$ cat src/rtl/pll_pkg.sv
// Package for the lexical scanner: scan modes, token tags, character codes.
// No dependencies.
package pll_pkg;

   typedef enum logic [2:0] {
      MODE_START = 3'd0,
      MODE_INT   = 3'd1,
      MODE_FLOAT = 3'd2,
      MODE_IDENT = 3'd3,
      MODE_STR   = 3'd4,
      MODE_COLON = 3'd5,
      MODE_LT    = 3'd6,
      MODE_GT    = 3'd7
   } mode_type;

   localparam logic [5:0] TAG_SEMI   = 6'd0;
   localparam logic [5:0] TAG_OPEN   = 6'd1;
   localparam logic [5:0] TAG_CLOSE  = 6'd2;
   localparam logic [5:0] TAG_COMMA  = 6'd3;
   localparam logic [5:0] TAG_BIND   = 6'd4;
   localparam logic [5:0] TAG_COLON  = 6'd5;
   localparam logic [5:0] TAG_CONCAT = 6'd6;
   localparam logic [5:0] TAG_ADD    = 6'd7;
   localparam logic [5:0] TAG_SUB    = 6'd8;
   localparam logic [5:0] TAG_MUL    = 6'd9;
   localparam logic [5:0] TAG_DIV    = 6'd10;
   localparam logic [5:0] TAG_LE     = 6'd11;
   localparam logic [5:0] TAG_NE     = 6'd12;
   localparam logic [5:0] TAG_LT     = 6'd13;
   localparam logic [5:0] TAG_GE     = 6'd14;
   localparam logic [5:0] TAG_GT     = 6'd15;
   localparam logic [5:0] TAG_EQ     = 6'd16;
   localparam logic [5:0] TAG_INT    = 6'd17;
   localparam logic [5:0] TAG_FLOAT  = 6'd18;
   localparam logic [5:0] TAG_STRING = 6'd19;
   localparam logic [5:0] TAG_IDENT  = 6'd20;
   localparam logic [5:0] TAG_FINISH = 6'd21;

   localparam logic CMD_CHAR = 1'b0;
   localparam logic CMD_END  = 1'b1;
   localparam logic KIND_ECHO  = 1'b0;
   localparam logic KIND_TOKEN = 1'b1;

   localparam int KW_COUNT = 30;
   localparam int KW_MAX   = 9;   // longest keyword

   // Classified character event handed from front to back.
   typedef struct packed {
      logic       is_end;
      logic [7:0] ch;
   } event_type;

   // One result word.
   typedef struct packed {
      logic        kind;
      logic [7:0]  text_char;
      logic [5:0]  token_tag;
      logic [15:0] line_number;
      logic        last;
   } result_type;

   function automatic logic [8*KW_MAX-1:0] kw_name(input int i);
      logic [8*KW_MAX-1:0] s;
      begin
         unique case (i)
            0:  s = "program";   1:  s = "if";       2:  s = "else";
            3:  s = "while";     4:  s = "case";     5:  s = "repeat";
            6:  s = "until";     7:  s = "do";       8:  s = "break";
            9:  s = "function";  10: s = "procedure"; 11: s = "begin";
            12: s = "end";       13: s = "int";      14: s = "bool";
            15: s = "char";      16: s = "float";    17: s = "string";
            18: s = "or";        19: s = "and";      20: s = "then";
            21: s = "of";        22: s = "var";      23: s = "type";
            24: s = "for";       25: s = "to";       26: s = "downto";
            27: s = "record";    28: s = "const";    default: s = "forword";
         endcase
         return s;
      end
   endfunction

   function automatic logic [3:0] kw_len(input int i);
      logic [3:0] n;
      begin
         unique case (i)
            0, 29:                      n = 4'd7;
            1, 7, 18, 21, 25:           n = 4'd2;
            2, 4, 14, 15, 20, 23:       n = 4'd4;
            3, 6, 8, 11, 16, 28:        n = 4'd5;
            5, 17, 26, 27:              n = 4'd6;
            9:                          n = 4'd8;
            10:                         n = 4'd9;
            default:                    n = 4'd3;
         endcase
         return n;
      end
   endfunction

   function automatic logic [5:0] kw_tag(input int i);
      logic [5:0] t;
      begin
         unique case (i)
            13:      t = TAG_INT;
            16:      t = TAG_FLOAT;
            17:      t = TAG_STRING;
            default: t = (i < 13) ? 6'(22 + i) : (i < 16) ? 6'(21 + i) : 6'(19 + i);
         endcase
         return t;
      end
   endfunction

   function automatic logic is_digit(input logic [7:0] c);
      return c >= "0" && c <= "9";
   endfunction
   function automatic logic is_letter(input logic [7:0] c);
      return (c >= "a" && c <= "z") || (c >= "A" && c <= "Z");
   endfunction
   function automatic logic is_space(input logic [7:0] c);
      return c == " " || c == 8'h09 || c == 8'h0D || c == 8'h0A;
   endfunction
   function automatic logic is_delim(input logic [7:0] c);
      return c == "," || c == "(" || c == ")" || c == "[" || c == "]" || c == ";" ||
             c == ":" || c == "=" || c == "<" || c == ">" || c == "+" || c == "-" ||
             c == "*" || c == "/" || c == "&";
   endfunction

endpackage

$ cat src/rtl/pll_stream_if.sv
// Valid/ready channel interface carrying one payload word.
// Depends on nothing; payload type is a parameter.
interface pll_stream_if #(parameter type payload_type = logic [8:0]);
   logic        valid;
   logic        ready;
   payload_type payload;
   modport source (output valid, output payload, input ready);
   modport sink   (input valid, input payload, output ready);
endinterface

$ cat src/rtl/pll_front.sv
// Front end: takes input words into a two-entry queue toward the back end.
// Depends on pll_pkg.
module pll_front
   import pll_pkg::*;
(
   input  logic      clock,
   input  logic      reset,
   input  logic      in_valid,
   output logic      in_ready,
   input  event_type in_event,
   output logic      ev_valid,
   input  logic      ev_take,
   output event_type ev_head
);
   event_type  q_ff [2];
   event_type  q_in [2];
   logic [1:0] cnt_ff, cnt_in;
   logic       push;

   assign in_ready = cnt_ff != 2'd2;
   assign push     = in_valid && in_ready;
   assign ev_valid = cnt_ff != 2'd0;
   assign ev_head  = q_ff[0];

   always_comb begin
      q_in   = q_ff;
      cnt_in = cnt_ff;
      if (ev_take) begin
         q_in[0] = q_ff[1];
         cnt_in  = cnt_in - 2'd1;
      end
      if (push) begin
         q_in[cnt_in[0]] = in_event;
         cnt_in = cnt_in + 2'd1;
      end
   end

   always_ff @(posedge clock) begin
      q_ff <= q_in;
      if (reset) cnt_ff <= 2'd0;
      else       cnt_ff <= cnt_in;
   end
endmodule

$ cat src/rtl/pll_back.sv
// Back end: scan state machine producing up to three result words per event,
// drained one per cycle while out_ready is high. Depends on pll_pkg.
module pll_back
   import pll_pkg::*;
#(
   parameter int LINE_BITS     = 16,
   parameter int KEYWORD_CHARS = 9
) (
   input  logic       clock,
   input  logic       reset,
   input  logic       ev_valid,
   output logic       ev_take,
   input  event_type  ev_head,
   output logic       out_valid,
   input  logic       out_ready,
   output result_type out_word
);
   localparam int LEN_BITS = $clog2(KEYWORD_CHARS + 2);
   localparam int IDX_BITS = $clog2(KEYWORD_CHARS);
   localparam logic [LINE_BITS-1:0] LINE_MAX = '1;

   mode_type               mode_ff, mode_in;
   logic [LINE_BITS-1:0]   line_ff, line_in;
   logic [7:0]             word_ff [KEYWORD_CHARS];
   logic [7:0]             word_in [KEYWORD_CHARS];
   logic [LEN_BITS-1:0]    len_ff, len_in;

   // result buffer: up to four words, drained from index 0
   result_type buf_ff [4];
   result_type buf_in [4];
   logic [2:0] bcnt_ff, bcnt_in;
   logic [1:0] bptr_ff, bptr_in;

   result_type res [4];
   logic [2:0] nres;
   logic [5:0] wtag;
   logic [7:0] c;
   logic       drained;

   assign c        = ev_head.ch;
   assign drained  = (bcnt_ff == 3'd0) ||
                     (bcnt_ff == {1'b0, bptr_ff} + 3'd1 && out_ready);
   assign ev_take  = ev_valid && drained;
   assign out_valid = bcnt_ff != 3'd0;
   assign out_word  = buf_ff[bptr_ff];

   // keyword lookup over the stored word
   always_comb begin
      logic hit;
      logic [8*KW_MAX-1:0] nm;
      wtag = TAG_IDENT;
      for (int i = KW_COUNT - 1; i >= 0; i--) begin
         nm  = kw_name(i);
         hit = len_ff == LEN_BITS'(kw_len(i));
         for (int k = 0; k < KW_MAX; k++)
            if (k < int'(kw_len(i)) && word_ff[k] != nm[8*(int'(kw_len(i))-1-k) +: 8])
               hit = 1'b0;
         if (hit) wtag = kw_tag(i);
      end
   end

   always_comb begin
      logic rescan;
      mode_in = mode_ff;
      line_in = line_ff;
      word_in = word_ff;
      len_in  = len_ff;
      nres    = 3'd0;
      rescan  = 1'b0;
      for (int i = 0; i < 4; i++) res[i] = '0;

      if (ev_head.is_end) begin
         res[0].kind = KIND_TOKEN;
         res[0].token_tag = TAG_FINISH;
         res[0].line_number = 16'(line_ff == LINE_MAX ? line_ff : line_ff + 1'b1);
         nres = 3'd1;
         mode_in = MODE_START;
         line_in = LINE_BITS'(1);
         len_in  = '0;
      end else begin
         unique case (mode_ff)
            MODE_INT, MODE_FLOAT: begin
               if (mode_ff == MODE_INT && c == ".") begin
                  res[0].text_char = c; nres = 3'd1; mode_in = MODE_FLOAT;
               end else if (is_digit(c)) begin
                  res[0].text_char = c; nres = 3'd1;
               end else if (is_delim(c) || is_space(c)) begin
                  res[0].kind = KIND_TOKEN;
                  res[0].token_tag = (mode_ff == MODE_INT) ? TAG_INT : TAG_FLOAT;
                  res[0].line_number = 16'(line_ff);
                  nres = 3'd1; rescan = 1'b1;
               end
            end
            MODE_IDENT: begin
               if (is_letter(c) || is_digit(c)) begin
                  res[0].text_char = c; nres = 3'd1;
                  if (len_ff < LEN_BITS'(KEYWORD_CHARS))
                     word_in[len_ff[IDX_BITS-1:0]] = c;
                  if (len_ff <= LEN_BITS'(KEYWORD_CHARS)) len_in = len_ff + 1'b1;
               end else if (is_delim(c) || is_space(c)) begin
                  res[0].kind = KIND_TOKEN;
                  res[0].token_tag = wtag;
                  res[0].line_number = 16'(line_ff);
                  nres = 3'd1; rescan = 1'b1;
               end
            end
            MODE_STR: begin
               if (c == "\"") begin
                  res[0].kind = KIND_TOKEN; res[0].token_tag = TAG_STRING;
                  res[0].line_number = 16'(line_ff);
                  mode_in = MODE_START;
               end else res[0].text_char = c;
               nres = 3'd1;
            end
            MODE_COLON, MODE_LT, MODE_GT: begin
               if (c == "=" || (mode_ff == MODE_LT && c == ">")) begin
                  res[0].text_char = c;
                  res[1].kind = KIND_TOKEN;
                  res[1].line_number = 16'(line_ff);
                  res[1].token_tag = (mode_ff == MODE_COLON) ? TAG_BIND :
                                     (mode_ff == MODE_GT) ? TAG_GE :
                                     (c == "=") ? TAG_LE : TAG_NE;
                  nres = 3'd2; mode_in = MODE_START;
               end else begin
                  res[0].kind = KIND_TOKEN;
                  res[0].line_number = 16'(line_ff);
                  res[0].token_tag = (mode_ff == MODE_COLON) ? TAG_COLON :
                                     (mode_ff == MODE_LT) ? TAG_LT : TAG_GT;
                  nres = 3'd1; rescan = 1'b1;
               end
            end
            default: rescan = 1'b1;
         endcase

         // start-mode scan of the character, after any token above
         if (rescan) begin
            mode_in = MODE_START;
            if (c == 8'h0A) begin
               if (line_ff != LINE_MAX) line_in = line_ff + 1'b1;
            end else if (is_space(c)) begin
            end else if (c == "\"") begin
               mode_in = MODE_STR;
            end else begin
               res[nres[1:0]].kind = KIND_ECHO;
               res[nres[1:0]].text_char = c;
               res[nres[1:0]].token_tag = '0;
               res[nres[1:0]].line_number = '0;
               nres = nres + 3'd1;
               if (is_digit(c)) mode_in = MODE_INT;
               else if (is_letter(c)) begin
                  mode_in = MODE_IDENT;
                  word_in[0] = c;
                  len_in = LEN_BITS'(1);
               end else if (c == ":") mode_in = MODE_COLON;
               else if (c == "<") mode_in = MODE_LT;
               else if (c == ">") mode_in = MODE_GT;
               else if (c == ";" || c == "(" || c == ")" || c == "," || c == "&" ||
                        c == "+" || c == "-" || c == "*" || c == "/" || c == "=") begin
                  res[nres[1:0]].kind = KIND_TOKEN;
                  res[nres[1:0]].line_number = 16'(line_ff);
                  priority case (c)
                     ";": res[nres[1:0]].token_tag = TAG_SEMI;
                     "(": res[nres[1:0]].token_tag = TAG_OPEN;
                     ")": res[nres[1:0]].token_tag = TAG_CLOSE;
                     ",": res[nres[1:0]].token_tag = TAG_COMMA;
                     "&": res[nres[1:0]].token_tag = TAG_CONCAT;
                     "+": res[nres[1:0]].token_tag = TAG_ADD;
                     "-": res[nres[1:0]].token_tag = TAG_SUB;
                     "*": res[nres[1:0]].token_tag = TAG_MUL;
                     "/": res[nres[1:0]].token_tag = TAG_DIV;
                     default: res[nres[1:0]].token_tag = TAG_EQ;
                  endcase
                  nres = nres + 3'd1;
               end
            end
         end
      end
      if (nres != 3'd0) res[nres[1:0] - 2'd1].last = 1'b1;
   end

   always_comb begin
      buf_in  = buf_ff;
      bcnt_in = bcnt_ff;
      bptr_in = bptr_ff;
      if (out_valid && out_ready) begin
         if ({1'b0, bptr_ff} + 3'd1 == bcnt_ff) begin
            bcnt_in = 3'd0; bptr_in = 2'd0;
         end else bptr_in = bptr_ff + 2'd1;
      end
      if (ev_take) begin
         buf_in  = res;
         bcnt_in = nres;
         bptr_in = 2'd0;
      end
   end

   always_ff @(posedge clock) begin
      word_ff <= word_in;
      buf_ff  <= buf_in;
      if (reset) begin
         mode_ff <= MODE_START;
         line_ff <= LINE_BITS'(1);
         len_ff  <= '0;
         bcnt_ff <= 3'd0;
         bptr_ff <= 2'd0;
      end else begin
         if (ev_take) begin
            mode_ff <= mode_in;
            line_ff <= line_in;
            len_ff  <= len_in;
         end
         bcnt_ff <= bcnt_in;
         bptr_ff <= bptr_in;
      end
   end
endmodule

$ cat src/rtl/pascal_like_lexer.sv
// Pascal-like lexical scanner: one source character per word in, echo and token words out.
// Words are registered in the front queue, then the back result buffer. One word per cycle
// sustained when each word yields one result and rsp is ready, else drain-port limited.
// Reset (synchronous, active high) empties the queues, enters start mode, line count 1.
// Depends on pll_pkg, pll_stream_if, pll_front, pll_back.
module pascal_like_lexer
   import pll_pkg::*;
#(
   parameter int LINE_BITS     = 16,
   parameter int KEYWORD_CHARS = 9
) (
   input  logic clock,
   input  logic reset,
   pll_stream_if.sink   req,
   pll_stream_if.source rsp
);
   // req payload: {cmd, char_code}; rsp payload: result_type
   event_type  ev_head;
   event_type  in_event;
   logic       ev_valid;
   logic       ev_take;
   result_type out_word;

   assign in_event.is_end = req.payload[8] == CMD_END;
   assign in_event.ch     = req.payload[7:0];

   // front: input queue decoupling acceptance from scanning
   pll_front u_front (
      .clock, .reset,
      .in_valid (req.valid), .in_ready (req.ready), .in_event,
      .ev_valid, .ev_take, .ev_head
   );

   // back: scan state and result buffer
   pll_back #(.LINE_BITS(LINE_BITS), .KEYWORD_CHARS(KEYWORD_CHARS)) u_back (
      .clock, .reset, .ev_valid, .ev_take, .ev_head,
      .out_valid (rsp.valid), .out_ready (rsp.ready), .out_word
   );

   assign rsp.payload = out_word;
endmodule
$ cat src/flat_wrapper.sv
// flat-port wrapper written by rule: the top's interface ports become plain ports
module pascal_like_lexer_flat import pll_pkg::*;
#(
   parameter int LINE_BITS     = 16,
   parameter int KEYWORD_CHARS = 9
)
  (clock, reset, req_valid, req_payload, req_ready, rsp_valid, rsp_payload, rsp_ready);
  pll_stream_if req_i ();
  pll_stream_if rsp_i ();
  input  logic clock;
  input  logic reset;
  input wire logic [$bits(req_i.valid)-1:0] req_valid;
  input wire logic [$bits(req_i.payload)-1:0] req_payload;
  output wire logic [$bits(req_i.ready)-1:0] req_ready;
  output wire logic [$bits(rsp_i.valid)-1:0] rsp_valid;
  output wire logic [$bits(rsp_i.payload)-1:0] rsp_payload;
  input wire logic [$bits(rsp_i.ready)-1:0] rsp_ready;
  assign req_i.valid = req_valid;
  assign req_i.payload = req_payload;
  assign req_ready = req_i.ready;
  assign rsp_valid = rsp_i.valid;
  assign rsp_payload = rsp_i.payload;
  assign rsp_i.ready = rsp_ready;
  pascal_like_lexer #(.LINE_BITS(LINE_BITS), .KEYWORD_CHARS(KEYWORD_CHARS)) u_core (.clock(clock), .reset(reset), .req(req_i), .rsp(rsp_i));
endmodule
$ cat config.mk
export PLATFORM = sky130hd
export DESIGN_NAME = pascal_like_lexer_flat
export DESIGN_NICKNAME = d
export VERILOG_FILES = /design/src/rtl/pll_pkg.sv /design/src/rtl/pll_stream_if.sv /design/src/rtl/pll_front.sv /design/src/rtl/pll_back.sv /design/src/rtl/pascal_like_lexer.sv /design/src/flat_wrapper.sv
export SDC_FILE = /design/constraint.sdc
export NUM_CORES = 1
export LEC_CHECK = 0
export ABC_AREA = 1
export BUFFER_PORTS_ARGS = -buffer_cell sky130_fd_sc_hd__clkbuf_2
export CAP_MARGIN = 10
export CORE_AREA = 8 8 99 110
export DETAILED_ROUTE_END_ITERATION = 8
export DIE_AREA = 0 0 107 118
export PLACE_DENSITY_LB_ADDON = 0.25
export SYNTH_ARGS = -nofsm -noshare
export SYNTH_HDL_FRONTEND = slang
export SYNTH_SLANG_ARGS = --single-unit
$ cat constraint.sdc
create_clock -name clock -period 3.3 [get_ports clock]
set_clock_uncertainty 0.15 [all_clocks]
set_input_delay 0.495 -clock clock [delete_from_list [all_inputs] [get_ports clock]]
set_output_delay 0.495 -clock clock [all_outputs]
set_load 0.03 [all_outputs]
==> summary.md, run 1 <==
CTS
* **setup bufs post-CTS** 0
* **Clk Latency, worst-skew pair** 350 ps
* **deepest clock path buffer count** 2
* **master cell of the clock root buffer** clkbuf_8
* **CTS H-Tree Depth** 3
* **Post-CTS Resized** 0
* **clock-pin slew on the worst setup and hold paths** 90 ps
* **number of clock buffers inserted by TritonCTS** 9
* **CTS tree** built
* **Num Clock Sinks** 80
* **hold buffer count at cts** 0

Final layout
* **ratio of cells with drive above 1 in the final layout** 12.8%
* **final instance count without filler cells** 711
* **antenna fix cells** 0
* **area delta synth->final** 10.9%
* **# nets final** 610
* **Final Util** 53.6%
* **final-layout fill cell count** 862

Worst setup path
* **worst reg-to-reg path cell count** 19
* **type of origin of the critical path** register
* **Crit Reg-Reg Endpoint** u_core.u_back.buf_ff[64]
* **launch instance of the worst register-to-register path** u_core.u_front.ev_head[3]
* **maximum fanout along the worst path** 9
* **arrival time at the worst endpoint** 2970 ps
* **launching element of the worst setup path** u_core.u_front.ev_head[3]
* **required time at the endpoint of the critical path** 3360 ps
* **critical path endpoint category** register
* **type of the setup path with the least slack** reg2reg
* **worst setup slack for register-to-register paths** 390 ps

Drt
* **routed wire length per instance** 13.1 um
* **via count** 3667
* **DRC viols** 0
* **number of nets still failing antenna checks after routing** 0
* **Via-to-Cell Ratio** 5.16
* **DRT iter0 DRCs** 198
* **routed wire length** 9.35 mm
* **count of TritonRoute iterations in the first routing pass** 5

Placed design
* **Port Buf Inserts** 23
* **placed cells** 695
* **half-perimeter wire length after detailed placement** 6.93 mm
* **routability-driven placement congestion ratio** 0.887

Job
* **total of max-cap violations** 0

Pwr
* **post-route total power** 5.06 mW
* **worst vdd ir** 0.547 mV
* **power per unit of standard cell area** 1030 nW/um^2
* **Lkg Pwr** 2.02 nW

Synthesis
* **Async S/R FF share, synth** 0%
* **area fraction in compound gates after synthesis** 12.8%
* **Simple-Gate Fraction of Synth Area** 27.9%
* **Unique masters post-synth** 39
* **main combinational cell family by area after synthesis** simple AND/OR/NAND/NOR gates
* **library cell with the largest summed area after synthesis** edfxtp_1
* **number of warnings printed during yosys synthesis** 0
* **EDFF count, synth** 45
* **Syn Std Cell Area** 4410 um^2
* **leading cell types by count after synthesis** 122 x nand2_1, 80 x nor2_1, 50 x inv_1, 45 x edfxtp_1, 40 x o21ai_0
* **cells taking the most area after synthesis** edfxtp_1 31%, dfxtp_1 16%, nand2_1 10%, nor2_1 6.8%, o21ai_0 4.5%
* **sequential-to-total area share from yosys stat** 46.5%
* **flip-flop and latch count after synthesis** 80
* **cell count after synthesis** 558
* **average cell area after synthesis** 7.91 um^2
* **xor and xnor fraction of the mapped netlist area** 3.57%
* **adder-cell share of the synthesized area** 2.27%
* **most numerous cell in the Yosys netlist** nand2_1
* **top cell type's share of synthesized area** 30.6%
* **mux contribution to synthesized area** 0%
* **main flop type after synthesis** edfxtp_1

Global routing
* **global router's overall resource usage** 15.7%
* **initial antenna violation count** 0
* **largest net degree at the start of global routing** 52
* **vias in the first global route** 3682
* **first-pass GRT wire length** 16.6 mm
* **GRT Residual Overflow** 0

STA
* **Peak Freq** 344 MHz
* **RSZ-0062 raised after global routing** no
* **time the worst path needs with I/O delays and setup** 2910 ps
* **Slew Viols, Final** 0
* **Worst Max-Slew Pin Slew** 739 ps
* **headroom to the max-slew limit** 50.7%
* **Sum Neg Setup Slack** 0 ps
* **final count of negative-setup-slack endpoints** 0
* **count of final hold-check violations** 0
* **share of the clock period used by the worst path after layout** 88.1%

Min path
* **end of the worst hold path** u_core.u_front.q_ff[1]
* **startpoint of the worst hold path** req_payload[1]
* **path type of the worst min-delay path** in2reg
* **Worst Hold Path Cells** 1

Status
* **outcome** finished, final reports clean

Floorplan
* **die boundary height** 118 um
* **die footprint** 12600 um^2
* **Std-Cell Rows** 37
* **Starting Density** 48.4%
* **core area** 9120 um^2
* **horizontal extent of the die** 107 um
* **top-level I/O count** 24

[flip-flops by register name, indices dropped and copies added (netlist names)]
name,count
u_core.u_back.bcnt_ff,3
u_core.u_back.bptr_ff,2
u_core.u_back.buf_ff,36
u_core.u_back.line_ff,16
u_core.u_back.mode_ff,3
u_core.u_front.cnt_ff,2
u_core.u_front.ev_head,9
u_core.u_front.q_ff,9
[power breakdown]
part | total, mW | switching [mW] | internal (mW) | leakage [nW]
logic | 2.49 | 1.74 | 0.751 | 1.19
clock network | 0.746 | 0.388 | 0.358 | 0.101
registers | 1.82 | 0.253 | 1.57 | 0.724
total | 5.06 | 2.38 | 2.68 | 2.02
[worst max-delay path by stage]
stage,to,slack [ps]
6_report,u_core.u_back.buf_ff[64],390
5_1_grt,u_core.u_back.buf_ff[32],40
4_1_cts,u_core.u_back.buf_ff[96],310
3_5_place_dp,u_core.u_back.buf_ff[96],330
3_3_place_gp,u_core.u_back.buf_ff[96],390
2_1_floorplan,u_core.u_back.bcnt_ff[0],190
[through the flow]
step,setup slack (ps),hold slack [ps],area [um^2]
3_5_place_dp,328,331,4680
4_1_cts,306,181,4880
5_1_grt,36.6,168,4890
3_3_place_gp,388,326,4680
2_1_floorplan,189,312,4440
6_report,393,191,4890
[layout by cell type (no fill, tap or decap), types with 3 or more instances in the layout]
master    instances
conb_1            8
a31oi_1          10
clkbuf_8          9
o21ai_0          39
inv_1            50
a21oi_1          20
a22oi_2           5
nand4_1          12
buf_4             5
nand2_1         122
clkbuf_2         23
ha_1              8
nor2_2            3
dfxtp_1          33
edfxtp_1         45
inv_2             6
nor2_1           80
nand3_1          27
nand2_4           3
o21ai_1           3
xor2_1           16
nor3_1           22
o211ai_1          3
inv_6             3
nand2_2           3
o22ai_1          10
[worst max-delay path, cell delays in order, from the launching register on]
cell        delay [ps]
dfxtp_1            430
nand2_1            150
inv_1              100
nand2_1             50
nand2_1             90
nand2_1             60
nand2_2            140
inv_4               70
nand2_4             80
o21ai_0            100
nand3_1            180
ha_1               220
clkinvlp_4         190
nand3_1            130
nand3_1             70
o21ai_1            160
nand2_1             90
nor2_1             140
inv_1               80
nor2_1             100
[layer usage]
metal,part of all wire [%],vias to the layer above,routed length (um),global-route usage [%]
met4,1.2,0,112,5.29
met3,3.8,11,353,3.61
met2,48,78,4530,26.5
li1,-,1931,-,-
met5,0,-,0,0
met1,47,1647,4350,18.9
[layout make-up]
type	instances	area (um^2)	share of cell area, %
Multi-Input combinational cell	410	2090	42.7
Sequential cell	80	2050	42.0
Inverter	59	228	4.65
Timing Repair Buffer	29	173	3.53
Tap cell	117	146	2.99
Clock buffer	9	124	2.53
Clock inverter	7	77.6	1.59
[cell families after synthesis]
group / count (synthesis)
other: 1
and+or+nand+nor: 281
buffers and inverters: 75
adders and majority gates: 8
xor gates and xnor gates: 18
DFF: 80
AOI/OAI and AO/OA: 95
Power figures use the tool's default switching activity.
==> inputs of run 2 (changes only) <==
CORE_AREA = 5 5 124 138   (was 8 8 99 110)
CTS_CLUSTER_DIAMETER = 150   (was default)
DIE_AREA = 0 0 129 143   (was 0 0 107 118)
==> summary.md, run 2 (synthesis results as in run 1) <==
Status
* **outcome** finished, final reports clean, unchanged

Worst setup path
* **arrival time at the worst endpoint** 2890 ps, was 2970 ps
* **Crit Reg-Reg Endpoint** u_core.u_back.buf_ff[64], unchanged
* **critical path endpoint category** register, unchanged
* **worst reg-to-reg path cell count** 18, was 19
* **type of the setup path with the least slack** reg2reg, unchanged
* **launch instance of the worst register-to-register path** u_core.u_front.ev_head[2], was u_core.u_front.ev_head[3]
* **type of origin of the critical path** register, unchanged
* **maximum fanout along the worst path** 9, unchanged
* **worst setup slack for register-to-register paths** 360 ps, was 390 ps
* **required time at the endpoint of the critical path** 3250 ps, was 3360 ps
* **launching element of the worst setup path** u_core.u_front.ev_head[2], was u_core.u_front.ev_head[3]

CTS
* **CTS H-Tree Depth** 3, unchanged
* **number of clock buffers inserted by TritonCTS** 9, unchanged
* **master cell of the clock root buffer** clkbuf_16, was clkbuf_8
* **clock-pin slew on the worst setup and hold paths** 60 ps, was 90 ps
* **deepest clock path buffer count** 2, unchanged
* **Num Clock Sinks** 80, unchanged
* **hold buffer count at cts** 0, unchanged
* **CTS tree** built, unchanged
* **Clk Latency, worst-skew pair** 340 ps, was 350 ps

Placed design
* **Cell Area, Placed** 4800 um^2, was 4680 um^2
* **Port Buf Inserts** 23, unchanged
* **half-perimeter wire length after detailed placement** 7.48 mm, was 6.93 mm
* **routability-driven placement congestion ratio** 0.876, was 0.887

Pwr
* **worst vdd ir** 0.435 mV, was 0.547 mV
* **power per unit of standard cell area** 1050 nW/um^2, was 1030 nW/um^2
* **Lkg Pwr** 2.08 nW, was 2.02 nW

Drt
* **number of nets still failing antenna checks after routing** 0, unchanged
* **DRT iter0 DRCs** 274, was 198
* **via count** 3626, was 3667
* **DRC viols** 0, unchanged
* **routed wire length per instance** 12.6 um, was 13.1 um
* **count of TritonRoute iterations in the first routing pass** 5, unchanged
* **routed wire length** 10.0 mm, was 9.35 mm
* **Via-to-Cell Ratio** 4.56, was 5.16

Floorplan
* **die boundary height** 143 um, was 118 um
* **Starting Density** 28.5%, was 48.4%
* **horizontal extent of the die** 129 um, was 107 um
* **core area** 15500 um^2, was 9120 um^2
* **die footprint** 18400 um^2, was 12600 um^2
* **Std-Cell Rows** 48, was 37
* **top-level I/O count** 24, unchanged

STA
* **Peak Freq** 340 MHz, was 344 MHz
* **headroom to the max-slew limit** 48.5%, was 50.7%
* **RSZ-0062 raised after global routing** no, unchanged
* **final count of negative-setup-slack endpoints** 0, unchanged
* **share of the clock period used by the worst path after layout** 89.1%, was 88.1%
* **time the worst path needs with I/O delays and setup** 2940 ps, was 2910 ps
* **Slew Viols, Final** 0, unchanged
* **Sum Neg Setup Slack** 0 ps, unchanged
* **count of final hold-check violations** 0, unchanged
* **Worst Max-Slew Pin Slew** 772 ps, was 739 ps

Global routing
* **first-pass GRT wire length** 17.0 mm, was 16.6 mm
* **GRT Residual Overflow** 0, unchanged
* **largest net degree at the start of global routing** 52, unchanged
* **initial antenna violation count** 0, unchanged
* **global router's overall resource usage** 11.5%, was 15.7%
* **vias in the first global route** 3499, was 3682

Final layout
* **area delta synth->final** 16.3%, was 10.9%
* **largest registers** u_core.u_back.buf_ff: 36 flops, u_core.u_back.line_ff: 16 flops, unchanged
* **most used cells in the layout excluding fill and tap cells** 122 x nand2_1, 79 x nor2_1, 50 x inv_1, 45 x edfxtp_1, 38 x o21ai_0, was 122 x nand2_1, 80 x nor2_1, 50 x inv_1, 45 x edfxtp_1, 39 x o21ai_0
* **antenna fix cells** 0, unchanged
* **Largest register FFs** 36, unchanged
* **Final Util** 33.1%, was 53.6%
* **leading cell type in the layout, fill and taps excluded** nand2_1, unchanged
* **post-layout instance area** 5130 um^2, was 4890 um^2
* **ratio of cells with drive above 1 in the final layout** 13.1%, was 12.8%
* **top register by number of flip-flops** u_core.u_back.buf_ff, unchanged
* **# nets final** 612, was 610

Min path
* **end of the worst hold path** u_core.u_front.q_ff[6], was u_core.u_front.q_ff[1]
* **startpoint of the worst hold path** req_payload[6], was req_payload[1]
* **Worst Hold Path Cells** 1, unchanged
* **path type of the worst min-delay path** in2reg, unchanged

Job
* **total of max-cap violations** 0, unchanged

## run 2: cell types whose count changed in the layout (fill, tap and decap cells not counted), sizes merged
| cell | change |
|---|---|
| buf | +2 |
| bufinv | +1 |
| clkbuf | +1 |
| clkinv | +1 |
| clkinvlp | -1 |
| inv | -2 |
## run 2: stage by stage
step | cells | setup WS [ps] | power (mW) | hold WS, ps
after floorplan | 565 | 189 | 3.72 | 312
after global placement | 780 | 305 | 4.31 | 335
after detailed placement | 780 | 291 | 4.34 | 338
after CTS | 796 | 272 | 5.45 | 187
after global routing | 796 | 8.64 | 5.90 | 190
final | 796 | 359 | 5.41 | 200
## run 2: worst max path at each step
stage          cells past startpoint  slack, ps                       end
2_1_floorplan                     11        190  u_core.u_back.bcnt_ff[0]
3_3_place_gp                      18        300  u_core.u_back.buf_ff[96]
3_5_place_dp                      19        290  u_core.u_back.buf_ff[64]
4_1_cts                           19        270  u_core.u_back.buf_ff[64]
5_1_grt                           17          9  u_core.u_back.buf_ff[64]
6_report                          18        360  u_core.u_back.buf_ff[64]
## run 2: what timing repair did
item | 4_1_cts | 5_1_grt
setup buffers | 0 | 0
setup endpoints to repair | 0 | 4
resized for setup | 0 | 7
## run 2: worst max-delay path, stage by stage, from the launching register on
cell and delay, ps:
dfxtp_1 390, inv_1 110, nand2_1 130, nor2_4 70
nand2_1 60, nand3_1 150, nor2_2 180, nand2_4 80
o21ai_0 220, nand3_1 170, ha_1 260, clkinvlp_4 150
nand3_1 100, nand3_1 80, o21ai_1 80, nand2_1 90
nor2_1 60, inv_1 100, nor2_1 50
## run 2: per-layer routing
metal  vias to the layer above  global-route usage (%)  routed length, um
li1                       1938                       -                  -
met1                      1607                    14.9               4880
met2                        68                    18.4               4560
met3                        13                    2.96                386
met4                         0                    4.20                175
met5                         -                       0                  0
## run 2: final cells by class
type / instances / area, um^2
tap: 200 / 250
timing repair buffer: 31 / 188
clock inverter: 6 / 91.3
sequential: 80 / 2050
multi-input combinational: 410 / 2090
fill: 1671 / 10400
inverter: 59 / 228
clock buffer: 10 / 229
## run 2: where the power goes
group	total, mW	leakage (nW)	internal [mW]	switching, mW
clock network	1.08	0.157	0.667	0.412
registers	1.82	0.724	1.57	0.251
logic	2.50	1.20	0.764	1.74
total	5.41	2.08	3.00	2.40
==> inputs of run 3 (changes only) <==
CORE_AREA = 2 2 121 135   (was 5 5 124 138)
DIE_AREA = 0 0 123 137   (was 0 0 129 143)
==> summary.md, run 3 (synthesis results as in run 1) <==
Floorplan
* **horizontal extent of the die** 123 um, was 129 um
* **die footprint** 16900 um^2, was 18400 um^2
* **Starting Density** 28.5%, unchanged
* **die boundary height** 137 um, was 143 um
* **Std-Cell Rows** 48, unchanged
* **core area** 15500 um^2, unchanged
* **top-level I/O count** 24, unchanged

Worst setup path
* **arrival time at the worst endpoint** 2870 ps, was 2890 ps
* **maximum fanout along the worst path** 9, unchanged
* **capture point of the critical path** u_core.u_back.buf_ff[64], unchanged
* **worst setup slack for register-to-register paths** 370 ps, was 360 ps
* **worst reg-to-reg path cell count** 18, unchanged
* **Crit Reg-Reg Endpoint** u_core.u_back.buf_ff[64], unchanged
* **type of the setup path with the least slack** reg2reg, unchanged
* **type of origin of the critical path** register, unchanged
* **required time at the endpoint of the critical path** 3250 ps, about the same
* **critical path endpoint category** register, unchanged
* **launching element of the worst setup path** u_core.u_front.ev_head[2], unchanged
* **launch instance of the worst register-to-register path** u_core.u_front.ev_head[2], unchanged

STA
* **Sum Neg Setup Slack** 0 ps, unchanged
* **Worst Max-Slew Pin Slew** 776 ps, was 772 ps
* **headroom to the max-slew limit** 48.3%, was 48.5%
* **Worst Slack Setup Final** 373 ps, was 359 ps
* **share of the clock period used by the worst path after layout** 88.7%, was 89.1%
* **time the worst path needs with I/O delays and setup** 2930 ps, was 2940 ps
* **RSZ-0062 raised after global routing** no, unchanged
* **Slew Viols, Final** 0, unchanged
* **Peak Freq** 342 MHz, was 340 MHz
* **Fin Hold WS** 205 ps, was 200 ps
* **count of final hold-check violations** 0, unchanged
* **final count of negative-setup-slack endpoints** 0, unchanged

Drt
* **routed wire length per instance** 12.4 um, was 12.6 um
* **Via-to-Cell Ratio** 4.54, was 4.56
* **via count** 3625, was 3626
* **routed wire length** 9.92 mm, was 10.0 mm
* **count of TritonRoute iterations in the first routing pass** 5, unchanged
* **DRT iter0 DRCs** 155, was 274
* **DRC viols** 0, unchanged
* **number of nets still failing antenna checks after routing** 0, unchanged

Final layout
* **Final Util** 33.0%, was 33.1%
* **largest registers** u_core.u_back.buf_ff: 36 flops, u_core.u_back.line_ff: 16 flops, unchanged
* **final-layout fill cell count** 1645, was 1671
* **top register by number of flip-flops** u_core.u_back.buf_ff, unchanged
* **most used cells in the layout excluding fill and tap cells** 122 x nand2_1, 79 x nor2_1, 50 x inv_1, 45 x edfxtp_1, 38 x o21ai_0, unchanged
* **ratio of cells with drive above 1 in the final layout** 13.5%, was 13.1%
* **antenna fix cells** 0, unchanged
* **leading cell type in the layout, fill and taps excluded** nand2_1, unchanged
* **area delta synth->final** 16.1%, was 16.3%
* **final instance count without filler cells** 799, was 796
* **post-layout instance area** 5120 um^2, was 5130 um^2
* **# nets final** 615, was 612
* **Largest register FFs** 36, unchanged

Global routing
* **first-pass GRT wire length** 16.7 mm, was 17.0 mm
* **GRT Residual Overflow** 0, unchanged
* **global router's overall resource usage** 12.6%, was 11.5%
* **vias in the first global route** 3456, was 3499
* **largest net degree at the start of global routing** 24, was 52
* **initial antenna violation count** 0, unchanged

Pwr
* **Lkg Pwr** 2.08 nW, about the same
* **internal cell power** 2.93 mW, was 3.00 mW
* **post-route total power** 5.32 mW, was 5.41 mW
* **share of power burned in combinational logic** 46.9%, was 46.3%
* **power per unit of standard cell area** 1040 nW/um^2, was 1050 nW/um^2
* **switching share of total power** 44.9%, was 44.4%
* **total net switching power** 2.39 mW, was 2.40 mW
* **proportion of power drawn by flip-flops and latches** 34.4%, was 33.8%
* **worst vdd ir** 0.391 mV, was 0.435 mV
* **share of power burned in the clock network** 18.8%, was 20.0%

CTS
* **Clk Latency, worst-skew pair** 340 ps, about the same
* **Num Clock Sinks** 80, unchanged
* **master cell of the clock root buffer** clkbuf_16, unchanged
* **Post-CTS Resized** 0, unchanged
* **setup bufs post-CTS** 0, unchanged
* **clock-pin slew on the worst setup and hold paths** 60 ps, about the same
* **hold buffer count at cts** 0, unchanged
* **CTS tree** built, unchanged
* **deepest clock path buffer count** 2, unchanged
* **CTS H-Tree Depth** 3, unchanged
* **number of clock buffers inserted by TritonCTS** 9, unchanged

Placed design
* **Cell Area, Placed** 4810 um^2, was 4800 um^2
* **half-perimeter wire length after detailed placement** 7.59 mm, was 7.48 mm
* **routability-driven placement congestion ratio** 0.853, was 0.876
* **Port Buf Inserts** 23, unchanged
* **Post-Place Worst Slack** 302 ps, was 291 ps
* **placed cells** 783, was 780

Job
* **total of max-cap violations** 0, unchanged

Status
* **outcome** finished, final reports clean, unchanged

Min path
* **Worst Hold Path Cells** 1, unchanged
* **path type of the worst min-delay path** in2reg, unchanged

## run 3: power by group through the flow
| stage | Combinational (mW) | Sequential [mW] | Clock [mW] |
|---|---|---|---|
| 2_1_floorplan | 1.95 | 1.77 | 0 |
| 3_3_place_gp | 2.47 | 1.84 | 0 |
| 3_5_place_dp | 2.48 | 1.85 | 0 |
| 4_1_cts | 2.49 | 1.83 | 1.03 |
| 5_1_grt | 2.85 | 1.88 | 1.07 |
| 6_report | 2.49 | 1.83 | 0.998 |
## run 3: layout make-up
type / count / area, um^2 / share of cell area, %
clock buffer: 10 / 229 / 4.47
sequential: 80 / 2060 / 40.2
clock inverter: 6 / 67.6 / 1.32
multi-input combinational: 410 / 2090 / 40.9
tap: 200 / 250 / 4.89
inverter: 59 / 228 / 4.45
timing repair buffer: 34 / 198 / 3.86
## run 3: how the worst min path moves through the flow
stage	slack, ps	startpoint	to
after floorplan	310	u_core.u_front.ev_head[7]	u_core.u_front.ev_head[7]
after global placement	330	u_core.u_back.line_ff[15]	u_core.u_back.line_ff[15]
after detailed placement	330	u_core.u_front.ev_head[7]	u_core.u_front.ev_head[7]
after CTS	190	req_payload[2]	u_core.u_front.q_ff[2]
after global routing	190	req_payload[3]	u_core.u_front.q_ff[3]
final	210	req_payload[2]	u_core.u_front.q_ff[2]
## run 3: metal layers
layer	vias to the layer above	share of wire, %	global-route usage (%)
li1	1950	-	-
met1	1613	49	16.2
met2	55	46	20.3
met3	7	3.3	3.00
met4	0	1.3	5.18
met5	-	0	0
## run 3: critical path, stage by stage (launching register included)
cell and delay (ps):
dfxtp_1 390, inv_1 120, nand2_1 130, nor2_4 70, nand2_1 60, nand3_1 130, nor2_2 180, nand2_4 80
o21ai_0 240, nand3_1 180, ha_1 270, clkinvlp_4 150, nand3_1 100, nand3_1 80, o21ai_1 80, nand2_1 90
nor2_1 60, inv_1 100, nor2_1 40
